===== config.mk =====
export PLATFORM = sky130hd
export DESIGN_NAME = xy_vector_line_stepper_top
export DESIGN_NICKNAME = d
export VERILOG_FILES = /design/src/rtl/xyvls_pkg.sv /design/src/rtl/xyvls_front.sv /design/src/rtl/xyvls_div.sv /design/src/rtl/xyvls_back.sv /design/src/rtl/xy_vector_line_stepper_top.sv
export SDC_FILE = /design/constraint.sdc
export NUM_CORES = 2
export LEC_CHECK = 0
export BUFFER_PORTS_ARGS = -buffer_cell sky130_fd_sc_hd__buf_2
export CORE_ASPECT_RATIO = 0.5
export CORE_MARGIN = 3
export CORE_UTILIZATION = 39
export CTS_CLUSTER_DIAMETER = 50
export DETAILED_ROUTE_END_ITERATION = 16
export PLACE_DENSITY = 0.62
export SETUP_SLACK_MARGIN = 0.3
export SLEW_MARGIN = 20
export SYNTH_ARGS = -nofsm -noshare
export SYNTH_HDL_FRONTEND = slang
export SYNTH_SLANG_ARGS = --single-unit

===== constraint.sdc =====
create_clock -name clock -period 25.1 [get_ports clock]
set_input_delay 2.51 -clock clock [delete_from_list [all_inputs] [get_ports clock]]
set_output_delay 2.51 -clock clock [all_outputs]
set_load 0.05 [all_outputs]

===== src/rtl/xyvls_pkg.sv =====
package xyvls_pkg;

   // fixed field widths
   localparam int COORD_BITS      = 14;
   localparam int XYVLS_FRAC_BITS = 16;
   localparam int STEP_W          = 20;
   localparam int HALF_W          = 14;
   localparam int SAMPLE_W        = 16;

   // csr port
   localparam int CSR_ADDR_W = 3;
   localparam int CSR_DATA_W = 20;

   localparam logic [CSR_ADDR_W-1:0] CSR_STEP_SIZE   = 3'd0;
   localparam logic [CSR_ADDR_W-1:0] CSR_HALF_EXTENT = 3'd1;
   localparam logic [CSR_ADDR_W-1:0] CSR_INVERT_X    = 3'd2;
   localparam logic [CSR_ADDR_W-1:0] CSR_INVERT_Y    = 3'd3;
   localparam logic [CSR_ADDR_W-1:0] CSR_SWAP_XY     = 3'd4;

   localparam logic [STEP_W-1:0] STEP_SIZE_RST   = 20'd26214;
   localparam logic [HALF_W-1:0] HALF_EXTENT_RST = 14'd600;

   // command codes
   localparam logic FUNC_LOAD = 1'b0;
   localparam logic FUNC_TICK = 1'b1;

   // arithmetic widths
   localparam int LEN_W = COORD_BITS + 1;
   localparam int SQ_W  = 2 * COORD_BITS + 2;
   localparam int NUM_W = COORD_BITS + STEP_W + 1;
   localparam int DEN_W = (LEN_W > HALF_W) ? LEN_W : HALF_W;
   localparam int QUO_W = STEP_W + 1;
   localparam int MAG_W = SAMPLE_W - 1;

   typedef struct packed {
      logic                  func;
      logic [COORD_BITS-1:0] start_x;
      logic [COORD_BITS-1:0] start_y;
      logic [COORD_BITS-1:0] end_x;
      logic [COORD_BITS-1:0] end_y;
      logic                  double_speed;
   } req_type;

   typedef struct packed {
      logic signed [SAMPLE_W-1:0] point_x;
      logic signed [SAMPLE_W-1:0] point_y;
      logic                       point_valid;
      logic                       last;
   } rsp_type;

   typedef struct packed {
      logic                  is_load;
      logic [COORD_BITS-1:0] sx;
      logic [COORD_BITS-1:0] sy;
      logic [COORD_BITS-1:0] ex;
      logic [COORD_BITS-1:0] ey;
      logic                  dbl;
   } cmd_type;

   typedef struct packed {
      logic [STEP_W-1:0] step_size;
      logic [HALF_W-1:0] half_extent;
      logic              invert_x;
      logic              invert_y;
      logic              swap_xy;
   } csr_type;

endpackage


===== src/rtl/xyvls_front.sv =====
module xyvls_front
   import xyvls_pkg::*;
(
   input  logic    clock,
   input  logic    reset,
   input  logic    req_push,
   output logic    req_full,
   input  req_type req_data,
   output logic    q_valid,
   input  logic    q_ready,
   output cmd_type q_data
);

   // two-entry command queue in front of the sequencer
   cmd_type    mem_ff [2];
   logic       wr_ptr_ff, wr_ptr_in;
   logic       rd_ptr_ff, rd_ptr_in;
   logic [1:0] cnt_ff, cnt_in;
   logic       push_ok, pop_ok;
   cmd_type    cmd;

   assign req_full = (cnt_ff == 2'd2);
   assign q_valid  = (cnt_ff != 2'd0);
   assign q_data   = mem_ff[rd_ptr_ff];
   assign push_ok  = req_push && !req_full;
   assign pop_ok   = q_valid && q_ready;

   always_comb begin
      cmd.is_load = (req_data.func == FUNC_LOAD);
      cmd.sx      = req_data.start_x;
      cmd.sy      = req_data.start_y;
      cmd.ex      = req_data.end_x;
      cmd.ey      = req_data.end_y;
      cmd.dbl     = req_data.double_speed;
      wr_ptr_in   = push_ok ? !wr_ptr_ff : wr_ptr_ff;
      rd_ptr_in   = pop_ok ? !rd_ptr_ff : rd_ptr_ff;
      cnt_in      = cnt_ff + {1'b0, push_ok} - {1'b0, pop_ok};
   end

   always_ff @(posedge clock) begin
      if (reset) begin
         wr_ptr_ff <= 1'b0;
         rd_ptr_ff <= 1'b0;
         cnt_ff    <= 2'd0;
      end else begin
         wr_ptr_ff <= wr_ptr_in;
         rd_ptr_ff <= rd_ptr_in;
         cnt_ff    <= cnt_in;
      end
   end

   always_ff @(posedge clock) begin
      if (push_ok) begin
         mem_ff[wr_ptr_ff] <= cmd;
      end
   end

endmodule


===== src/rtl/xyvls_div.sv =====
module xyvls_div
   import xyvls_pkg::*;
#(
   parameter int NW = NUM_W,
   parameter int DW = DEN_W,
   parameter int QW = QUO_W
)(
   input  logic          clock,
   input  logic          reset,
   input  logic          start,
   input  logic [NW-1:0] num,
   input  logic [DW-1:0] den,
   output logic          done,
   output logic [QW-1:0] quo
);

   // restoring divider, one quotient bit per cycle; quotient must fit QW bits
   localparam int ACC_W = (NW > DW + QW) ? NW : DW + QW;
   localparam int CNT_W = $clog2(QW);

   logic [ACC_W-1:0] rem_ff, rem_in;
   logic [ACC_W-1:0] sh_ff, sh_in;
   logic [QW-1:0]    quo_ff, quo_in;
   logic [CNT_W-1:0] cnt_ff, cnt_in;
   logic             busy_ff, busy_in;
   logic             done_ff, done_in;
   logic             ge;

   assign done = done_ff;
   assign quo  = quo_ff;
   assign ge   = (rem_ff >= sh_ff);

   always_comb begin
      rem_in  = rem_ff;
      sh_in   = sh_ff;
      quo_in  = quo_ff;
      cnt_in  = cnt_ff;
      busy_in = busy_ff;
      done_in = 1'b0;
      if (start) begin
         rem_in  = ACC_W'(num);
         sh_in   = ACC_W'(den) << (QW - 1);
         quo_in  = '0;
         cnt_in  = CNT_W'(QW - 1);
         busy_in = 1'b1;
      end else if (busy_ff) begin
         rem_in = ge ? rem_ff - sh_ff : rem_ff;
         sh_in  = sh_ff >> 1;
         quo_in = {quo_ff[QW-2:0], ge};
         if (cnt_ff == '0) begin
            busy_in = 1'b0;
            done_in = 1'b1;
         end else begin
            cnt_in = cnt_ff - 1'b1;
         end
      end
   end

   always_ff @(posedge clock) begin
      if (reset) begin
         busy_ff <= 1'b0;
         done_ff <= 1'b0;
      end else begin
         busy_ff <= busy_in;
         done_ff <= done_in;
      end
      rem_ff <= rem_in;
      sh_ff  <= sh_in;
      quo_ff <= quo_in;
      cnt_ff <= cnt_in;
   end

endmodule


===== src/rtl/xyvls_back.sv =====
module xyvls_back
   import xyvls_pkg::*;
#(
   parameter int FRAC_BITS = XYVLS_FRAC_BITS
)(
   input  logic    clock,
   input  logic    reset,
   input  csr_type csr,
   input  logic    q_valid,
   output logic    q_ready,
   input  cmd_type q_data,
   output logic    rsp_empty,
   input  logic    rsp_pop,
   output rsp_type rsp_data
);

   localparam int POS_W = COORD_BITS + FRAC_BITS + 4;
   localparam int D_W   = POS_W + 1;
   localparam int P15_W = D_W + 15;
   localparam int INC_W = QUO_W + 1;
   localparam int PAD_W = POS_W - COORD_BITS - FRAC_BITS;

   localparam logic [3:0] S_IDLE = 4'd0;
   localparam logic [3:0] S_SQ   = 4'd1;
   localparam logic [3:0] S_ROOT = 4'd2;
   localparam logic [3:0] S_LEN  = 4'd3;
   localparam logic [3:0] S_DXG  = 4'd4;
   localparam logic [3:0] S_DXW  = 4'd5;
   localparam logic [3:0] S_DYG  = 4'd6;
   localparam logic [3:0] S_DYW  = 4'd7;
   localparam logic [3:0] S_TCHK = 4'd8;
   localparam logic [3:0] S_NA   = 4'd9;
   localparam logic [3:0] S_NB   = 4'd10;
   localparam logic [3:0] S_NC   = 4'd11;
   localparam logic [3:0] S_NW   = 4'd12;
   localparam logic [3:0] S_ADV  = 4'd13;
   localparam logic [3:0] S_MORE = 4'd14;
   localparam logic [3:0] S_OUT  = 4'd15;

   function automatic logic axis_open(logic signed [POS_W-1:0] p,
                                      logic [COORD_BITS-1:0] tgt,
                                      logic signed [INC_W-1:0] inc);
      logic signed [POS_W-1:0] t;
      t = $signed({{PAD_W{1'b0}}, tgt, {FRAC_BITS{1'b0}}});
      return (inc[INC_W-1] && (p > t)) ||
             (!inc[INC_W-1] && (inc != '0) && (p < t));
   endfunction

   logic [3:0]                state_ff, state_in;
   logic signed [POS_W-1:0]   pos_x_ff, pos_x_in, pos_y_ff, pos_y_in;
   logic signed [INC_W-1:0]   inc_x_ff, inc_x_in, inc_y_ff, inc_y_in;
   logic [COORD_BITS-1:0]     tgt_x_ff, tgt_x_in, tgt_y_ff, tgt_y_in;
   logic                      active_ff, active_in;
   logic [COORD_BITS-1:0]     mag_x_ff, mag_x_in, mag_y_ff, mag_y_in;
   logic                      neg_x_ff, neg_x_in, neg_y_ff, neg_y_in;
   logic                      dbl_ff, dbl_in;
   logic [SQ_W-1:0]           sq_v_ff, sq_v_in, sq_r_ff, sq_r_in, sq_bit_ff, sq_bit_in;
   logic [NUM_W-1:0]          prod_x_ff, prod_x_in, prod_y_ff, prod_y_in;
   logic [LEN_W-1:0]          len_ff, len_in;
   logic                      axis_ff, axis_in;
   logic signed [D_W-1:0]     d_ff, d_in;
   logic [NUM_W-1:0]          num_ff, num_in;
   logic                      neg_ff, neg_in;
   logic signed [SAMPLE_W-1:0] nx_ff, nx_in, ny_ff, ny_in;
   rsp_type                   res_ff, res_in;
   logic                      out_valid_ff, out_valid_in;
   rsp_type                   out_data_ff, out_data_in;

   logic                      div_start, div_done;
   logic [NUM_W-1:0]          div_num;
   logic [DEN_W-1:0]          div_den;
   logic [QUO_W-1:0]          div_quo;

   logic signed [LEN_W-1:0]   dx, dy;
   logic [SQ_W-1:0]           root_sum;
   logic [HALF_W-1:0]         he_eff;
   logic signed [D_W-1:0]     h_val;
   logic [D_W-1:0]            abs_d;
   logic [P15_W-1:0]          p15;
   logic [MAG_W-1:0]          m_val;
   logic                      m_store;
   logic signed [SAMPLE_W-1:0] sample;
   logic                      more;

   xyvls_div u_div (
      .clock (clock),
      .reset (reset),
      .start (div_start),
      .num   (div_num),
      .den   (div_den),
      .done  (div_done),
      .quo   (div_quo)
   );

   assign q_ready   = (state_ff == S_IDLE);
   assign rsp_empty = !out_valid_ff;
   assign rsp_data  = out_data_ff;

   always_comb begin
      dx       = $signed({1'b0, q_data.ex}) - $signed({1'b0, q_data.sx});
      dy       = $signed({1'b0, q_data.ey}) - $signed({1'b0, q_data.sy});
      root_sum = sq_r_ff + sq_bit_ff;
      he_eff   = (csr.half_extent == '0) ? HALF_W'(1) : csr.half_extent;
      h_val    = $signed({{(D_W - HALF_W - FRAC_BITS){1'b0}}, he_eff, {FRAC_BITS{1'b0}}});
      abs_d    = d_ff[D_W-1] ? D_W'(-d_ff) : D_W'(d_ff);
      p15      = (P15_W'(abs_d) << 15) - P15_W'(abs_d);
      sample   = neg_ff ? -$signed({1'b0, m_val}) : $signed({1'b0, m_val});
      more     = axis_open(pos_x_ff, tgt_x_ff, inc_x_ff) ||
                 axis_open(pos_y_ff, tgt_y_ff, inc_y_ff);

      state_in   = state_ff;
      pos_x_in   = pos_x_ff;
      pos_y_in   = pos_y_ff;
      inc_x_in   = inc_x_ff;
      inc_y_in   = inc_y_ff;
      tgt_x_in   = tgt_x_ff;
      tgt_y_in   = tgt_y_ff;
      active_in  = active_ff;
      mag_x_in   = mag_x_ff;
      mag_y_in   = mag_y_ff;
      neg_x_in   = neg_x_ff;
      neg_y_in   = neg_y_ff;
      dbl_in     = dbl_ff;
      sq_v_in    = sq_v_ff;
      sq_r_in    = sq_r_ff;
      sq_bit_in  = sq_bit_ff;
      prod_x_in  = prod_x_ff;
      prod_y_in  = prod_y_ff;
      len_in     = len_ff;
      axis_in    = axis_ff;
      d_in       = d_ff;
      num_in     = num_ff;
      neg_in     = neg_ff;
      nx_in      = nx_ff;
      ny_in      = ny_ff;
      res_in     = res_ff;
      out_data_in  = out_data_ff;
      out_valid_in = out_valid_ff && !rsp_pop;
      div_start  = 1'b0;
      div_num    = prod_x_ff;
      div_den    = DEN_W'(len_ff);
      m_val      = div_quo[MAG_W-1:0];
      m_store    = 1'b0;

      unique case (state_ff)
         S_IDLE: begin
            if (q_valid) begin
               if (q_data.is_load) begin
                  tgt_x_in = q_data.ex;
                  tgt_y_in = q_data.ey;
                  pos_x_in = $signed({{PAD_W{1'b0}}, q_data.sx, {FRAC_BITS{1'b0}}});
                  pos_y_in = $signed({{PAD_W{1'b0}}, q_data.sy, {FRAC_BITS{1'b0}}});
                  neg_x_in = dx[LEN_W-1];
                  neg_y_in = dy[LEN_W-1];
                  mag_x_in = dx[LEN_W-1] ? COORD_BITS'(-dx) : COORD_BITS'(dx);
                  mag_y_in = dy[LEN_W-1] ? COORD_BITS'(-dy) : COORD_BITS'(dy);
                  dbl_in   = q_data.dbl;
                  state_in = S_SQ;
               end else begin
                  state_in = S_TCHK;
               end
            end
         end
         S_SQ: begin
            sq_v_in   = SQ_W'(mag_x_ff * mag_x_ff) + SQ_W'(mag_y_ff * mag_y_ff);
            sq_r_in   = '0;
            sq_bit_in = SQ_W'(1) << (SQ_W - 2);
            state_in  = S_ROOT;
         end
         S_ROOT: begin
            if (sq_v_ff >= root_sum) begin
               sq_v_in = sq_v_ff - root_sum;
               sq_r_in = (sq_r_ff >> 1) + sq_bit_ff;
            end else begin
               sq_r_in = sq_r_ff >> 1;
            end
            sq_bit_in = sq_bit_ff >> 2;
            if (sq_bit_ff[0]) begin
               state_in = S_LEN;
            end
         end
         S_LEN: begin
            len_in    = sq_r_ff[LEN_W-1:0];
            prod_x_in = NUM_W'(mag_x_ff * csr.step_size) << dbl_ff;
            prod_y_in = NUM_W'(mag_y_ff * csr.step_size) << dbl_ff;
            if (sq_r_ff == '0) begin
               inc_x_in  = '0;
               inc_y_in  = '0;
               active_in = 1'b0;
               state_in  = S_IDLE;
            end else begin
               state_in = S_DXG;
            end
         end
         S_DXG: begin
            div_start = 1'b1;
            state_in  = S_DXW;
         end
         S_DXW: begin
            if (div_done) begin
               inc_x_in = neg_x_ff ? -$signed({1'b0, div_quo}) : $signed({1'b0, div_quo});
               state_in = S_DYG;
            end
         end
         S_DYG: begin
            div_start = 1'b1;
            div_num   = prod_y_ff;
            state_in  = S_DYW;
         end
         S_DYW: begin
            if (div_done) begin
               inc_y_in  = neg_y_ff ? -$signed({1'b0, div_quo}) : $signed({1'b0, div_quo});
               active_in = 1'b1;
               state_in  = S_IDLE;
            end
         end
         S_TCHK: begin
            if (active_ff && more) begin
               axis_in  = 1'b0;
               state_in = S_NA;
            end else begin
               active_in         = 1'b0;
               res_in.point_x     = '0;
               res_in.point_y     = '0;
               res_in.point_valid = 1'b0;
               res_in.last        = 1'b1;
               state_in          = S_OUT;
            end
         end
         S_NA: begin
            d_in     = (axis_ff ? D_W'(pos_y_ff) : D_W'(pos_x_ff)) - h_val;
            state_in = S_NB;
         end
         S_NB: begin
            neg_in   = d_ff[D_W-1] ^ (axis_ff ? csr.invert_y : csr.invert_x);
            num_in   = NUM_W'(p15 >> FRAC_BITS);
            state_in = S_NC;
         end
         S_NC: begin
            if (num_ff >= NUM_W'({he_eff, 15'd0})) begin
               m_val   = {MAG_W{1'b1}};
               m_store = 1'b1;
            end else begin
               div_start = 1'b1;
               div_num   = num_ff;
               div_den   = DEN_W'(he_eff);
               state_in  = S_NW;
            end
         end
         S_NW: begin
            m_store = div_done;
         end
         S_ADV: begin
            pos_x_in = pos_x_ff + POS_W'(inc_x_ff);
            pos_y_in = pos_y_ff + POS_W'(inc_y_ff);
            state_in = S_MORE;
         end
         S_MORE: begin
            active_in          = more;
            res_in.point_x     = csr.swap_xy ? ny_ff : nx_ff;
            res_in.point_y     = csr.swap_xy ? nx_ff : ny_ff;
            res_in.point_valid = 1'b1;
            res_in.last        = !more;
            state_in           = S_OUT;
         end
         S_OUT: begin
            if (!out_valid_ff || rsp_pop) begin
               out_data_in  = res_ff;
               out_valid_in = 1'b1;
               state_in     = S_IDLE;
            end
         end
         default: begin
            state_in = S_IDLE;
         end
      endcase

      // one axis sample finished: keep it, go on to the other axis or advance
      if (m_store) begin
         if (!axis_ff) begin
            nx_in    = sample;
            axis_in  = 1'b1;
            state_in = S_NA;
         end else begin
            ny_in    = sample;
            state_in = S_ADV;
         end
      end
   end

   always_ff @(posedge clock) begin
      if (reset) begin
         state_ff     <= S_IDLE;
         active_ff    <= 1'b0;
         out_valid_ff <= 1'b0;
      end else begin
         state_ff     <= state_in;
         active_ff    <= active_in;
         out_valid_ff <= out_valid_in;
      end
      pos_x_ff    <= pos_x_in;
      pos_y_ff    <= pos_y_in;
      inc_x_ff    <= inc_x_in;
      inc_y_ff    <= inc_y_in;
      tgt_x_ff    <= tgt_x_in;
      tgt_y_ff    <= tgt_y_in;
      mag_x_ff    <= mag_x_in;
      mag_y_ff    <= mag_y_in;
      neg_x_ff    <= neg_x_in;
      neg_y_ff    <= neg_y_in;
      dbl_ff      <= dbl_in;
      sq_v_ff     <= sq_v_in;
      sq_r_ff     <= sq_r_in;
      sq_bit_ff   <= sq_bit_in;
      prod_x_ff   <= prod_x_in;
      prod_y_ff   <= prod_y_in;
      len_ff      <= len_in;
      axis_ff     <= axis_in;
      d_ff        <= d_in;
      num_ff      <= num_in;
      neg_ff      <= neg_in;
      nx_ff       <= nx_in;
      ny_ff       <= ny_in;
      res_ff      <= res_in;
      out_data_ff <= out_data_in;
   end

endmodule


===== src/rtl/xy_vector_line_stepper_top.sv =====
// Sequencing: a load beat runs a 15-step square root, then two divides in the
//   sequencer; a tick beat runs up to two divides (the sample scaling) before its
//   result reaches the rsp side.
// Throughput: one beat at a time in the sequencer; the divider is shared by loads and ticks.
// Reset: synchronous, active high; clears queues, segment state and csrs to defaults.
module xy_vector_line_stepper_top
   import xyvls_pkg::*;
#(
   parameter int FRAC_BITS = XYVLS_FRAC_BITS
)(
   input  logic                  clock,
   input  logic                  reset,
   // request queue side
   input  logic                  req_push,
   output logic                  req_full,
   input  req_type               req_data,
   // result queue side
   output logic                  rsp_empty,
   input  logic                  rsp_pop,
   output rsp_type               rsp_data,
   // csr write port
   input  logic                  csr_wen,
   input  logic [CSR_ADDR_W-1:0] csr_addr,
   input  logic [CSR_DATA_W-1:0] csr_wdata
);

   // csr file; the host must write it only while nothing is in flight; the block does not enforce it
   csr_type csr_ff, csr_in;

   // front -> back command queue handshake
   logic    q_valid;
   logic    q_ready;
   cmd_type q_data;

   always_comb begin
      csr_in = csr_ff;
      if (csr_wen) begin
         unique case (csr_addr)
            CSR_STEP_SIZE:   csr_in.step_size   = csr_wdata[STEP_W-1:0];
            CSR_HALF_EXTENT: csr_in.half_extent = csr_wdata[HALF_W-1:0];
            CSR_INVERT_X:    csr_in.invert_x    = csr_wdata[0];
            CSR_INVERT_Y:    csr_in.invert_y    = csr_wdata[0];
            CSR_SWAP_XY:     csr_in.swap_xy     = csr_wdata[0];
            default:         csr_in             = csr_ff;  // unmapped index, dropped
         endcase
      end
   end

   always_ff @(posedge clock) begin
      if (reset) begin
         csr_ff.step_size   <= STEP_SIZE_RST;
         csr_ff.half_extent <= HALF_EXTENT_RST;
         csr_ff.invert_x    <= 1'b0;
         csr_ff.invert_y    <= 1'b0;
         csr_ff.swap_xy     <= 1'b1;
      end else begin
         csr_ff <= csr_in;
      end
   end

   // front: takes beats, tags load vs tick, queues them
   xyvls_front u_front (
      .clock    (clock),
      .reset    (reset),
      .req_push (req_push),
      .req_full (req_full),
      .req_data (req_data),
      .q_valid  (q_valid),
      .q_ready  (q_ready),
      .q_data   (q_data)
   );

   // back: segment setup, point stepping, sample scaling, output register
   xyvls_back #(
      .FRAC_BITS (FRAC_BITS)
   ) u_back (
      .clock     (clock),
      .reset     (reset),
      .csr       (csr_ff),
      .q_valid   (q_valid),
      .q_ready   (q_ready),
      .q_data    (q_data),
      .rsp_empty (rsp_empty),
      .rsp_pop   (rsp_pop),
      .rsp_data  (rsp_data)
   );

endmodule


==> impl_metrics.ini <==
[status]
status = complete, no violations

[synth]
syn_area_per_cell_um2 = 9.925
synth_cells = 7481
synth-xor-area-share_pct = 4.919
synthMuxAreaShare_pct = 3.254
synth_seq_area_share_pct = 29.62
synth_cell_types = 95
netlist_area_um2 = 74250
synth_seq_cells = 765
syn-num-nets = 8902
synth_compound_area_share_pct = 10.30
async_reset_ff_share_pct = 0
synthTopCellsByArea = edfxtp_1 (27%), fa_1 (20%), ha_1 (10%)
synth_enable_flop_cells = 667
ys.warnings.count = 0
yosys.area_share.adder_pct = 29.86
yosys.area.top_type_share_pct = 26.98
synth-simple-area-share_pct = 14.71
ys.flop_type = edfxtp_1
synth_top_family_by_area = adder cells
yosysTopAreaCell = edfxtp_1

[setup_path]
timing.rr.start = u_back.mag_x_ff[3]$_DFFE_PP_
path_delay_family = adder cells
critPathLaunchType = register
crit_start = u_back.mag_x_ff[3]$_DFFE_PP_
path_max_fanout = 34
crit_slowest_cell = o41ai_1
r2r_cells = 26
crit_top_cell = fa_1
rrSetupSlack_ps = 16980
slowest_delay_ps = 910
critPathArrivalTime_ps = 8550
cp_num_buf_inv = 8
crit_path_end_kind = register
r2r-end = u_back.sq_v_ff[25]$_DFFE_PP_
required_ps = 25530
path_class = reg -> reg

[floorplan]
die_x_um = 623.1
die_h_um = 314.5
boundaryPins = 122
die_area_um2 = 196000
initial_core_util_pct = 39.54
core_area_um2 = 187800
rows = 112

[timing]
hold_viol = 0
fin_crit_sh_pct = 32.35
drv_slew = 0
max_slew.worst_pin.slew_ps = 1375
relSlewSlack_pct = 7.162
worst_hold_slack_ps = 415.9
finalClockSkew_ps = 40.84
tns_ps = 0
rsz0062_at_grt = false
setup_violations = 0
fin_crit_ps = 8120
max_freq_ghz = 0.1232

[final_layout]
area.sequential_um2 = 22000
drive_above_1_share_pct = 7.300
syn2layout_area_growth_pct = 8.532
fillers = 18046
stdcell_count = 10058
nets = 8897
multi_input_area_um2 = 46930

[global_routing]
grt_pass1_vias = 53030
grt.met1_usage_pct = 29.50
gr-usage-all-layers_pct = 20.50
grt_max_degree = 71
antenna_found_initial = 15
top_usage_layer = met2
grt_use_met3_pct = 2.989
grt.overflow.total = 0
grt_pass1_wl_um = 313000
met2_usage_pct = 32.20

[placed_design]
place.port_buffers = 121
place_hpwl_um = 154800
dp_cells = 9893
routabilityCongestion = 0.9138

[routing]
detail_route.vias_per_cell = 5.316
vias = 53467
dr.first_iter.drc_count = 4274
routedWlPerCell_um = 19.96
ant_nets = 0
first_pass_iters = 6
post-route-drc-count = 0
drt_wl_total_um = 200700

[hold_path]
hold_depth = 0
holdPathEnd = u_back.rsp_data[31]$_DFFE_PP_
hp-start = u_back.res_ff[31]$_SDFFCE_PN0P_
hold_class = reg -> reg

[clock_network]
cts_hold_buf = 0
root_buffer = clkbuf_16
clk_latency_ps = 730
cts_setup_buffers = 0
postCtsResizedCells = 0
h-tree-depth = 3
cts.reportedPaths.clkPinSlew_ps = 60
cts.path.max_buffers = 3
clock-sinks = 765
cts_tree = built
cts_buffers = 89

[flow_run]
cap_violations = 0
## flip-flops by register name, summed over array words and instances (netlist names), 21 cells and up, named ones only
name                 cells
u_back.inc_x_ff         22
u_back.pos_y_ff         34
u_back.u_div.quo        21
u_back.pos_x_ff         34
u_back.res_ff           34
u_back.prod_x_ff        35
u_back.d_ff             35
u_back.rsp_data         34
u_back.sq_v_ff          30
u_front.mem_ff         116
u_back.prod_y_ff        35
u_back.sq_r_ff          30
u_back.u_div.sh_ff      35
csr_ff                  37
u_back.num_ff           34
u_back.u_div.rem_ff     36
u_back.inc_y_ff         22
## synthesized netlist by cell type, types with 20 or more instances
cell type,number
and3_1,48
inv_1,1112
a21o_1,131
fa_1,728
nor3_1,78
and2_1,626
nand3_1,85
mux2i_1,139
edfxtp_1,667
xnor2_1,223
o21bai_1,51
nor2b_1,60
dfxtp_1,98
clkbuf_1,292
o31ai_1,23
a221oi_1,26
mux2_2,91
nand2b_1,44
a21oi_1,345
nor4_1,37
o21ai_0,236
a211oi_1,47
ha_1,607
or2_2,20
nand2_1,503
nor2_1,438
or3_1,51
a31oi_1,44
xor2_1,194
nand4_1,43
o21a_1,50
## cells by family after synthesis
kind of cell | count (synthesis)
adders and majority gates | 1335
AOI/OAI and AO/OA | 1176
xor gates and xnor gates | 417
buffers and inverters | 1433
DFF | 765
muxes | 230
and+or+nand+nor | 2125
## how the worst max path moves through the flow
stage                                        to  slack, ps  cells past startpoint
2_1_floorplan  u_back.inc_x_ff[0]$_SDFFCE_PN0P_      15080                      5
3_3_place_gp       u_back.sq_v_ff[25]$_DFFE_PP_      17070                     26
3_5_place_dp       u_back.sq_v_ff[25]$_DFFE_PP_      17060                     26
4_1_cts            u_back.sq_v_ff[25]$_DFFE_PP_      17000                     26
5_1_grt            u_back.sq_v_ff[27]$_DFFE_PP_      16610                     26
6_report           u_back.sq_v_ff[25]$_DFFE_PP_      16980                     26
## layout make-up
cell class	count	area share [%]
diodes	2	0.006211
inverters	1113	5.185
flip-flops and latches	765	27.30
clock inverters	60	0.7733
repair buffers	224	1.711
well taps	2508	3.894
multi-input cells	5283	58.24
clock buffers	103	2.891
## per-stage QoR
stage                     utilization (%)  area, um2  setup slack (ps)
after floorplan                         -      74250             15080
after global placement              41.34      77620             17070
after detailed placement            41.34      77620             17060
after CTS                           42.91      80580             17000
after global routing                42.91      80580             16610
final                               42.91      80580             16980
## routing by layer
layer,part of all wire (%),up-vias
li1,-,24976
met1,46,26693
met2,45,1563
met3,7.0,233
met4,2.6,2
met5,0.0035,-
## layout by cell type (no fill, tap or decap), drive strengths merged, types with 223 or more instances in the layout
cell type,synthesis,final
a21oi,345,345
and2,627,627
buf,25,224
edfxtp,667,667
fa,728,728
ha,607,607
inv,1112,1128
nand2,504,504
nor2,438,438
o21ai,238,238
xnor2,223,223
Power is not shown: default switching activity piles up to over one toggle a cycle in this logic, so the estimate is an artifact.
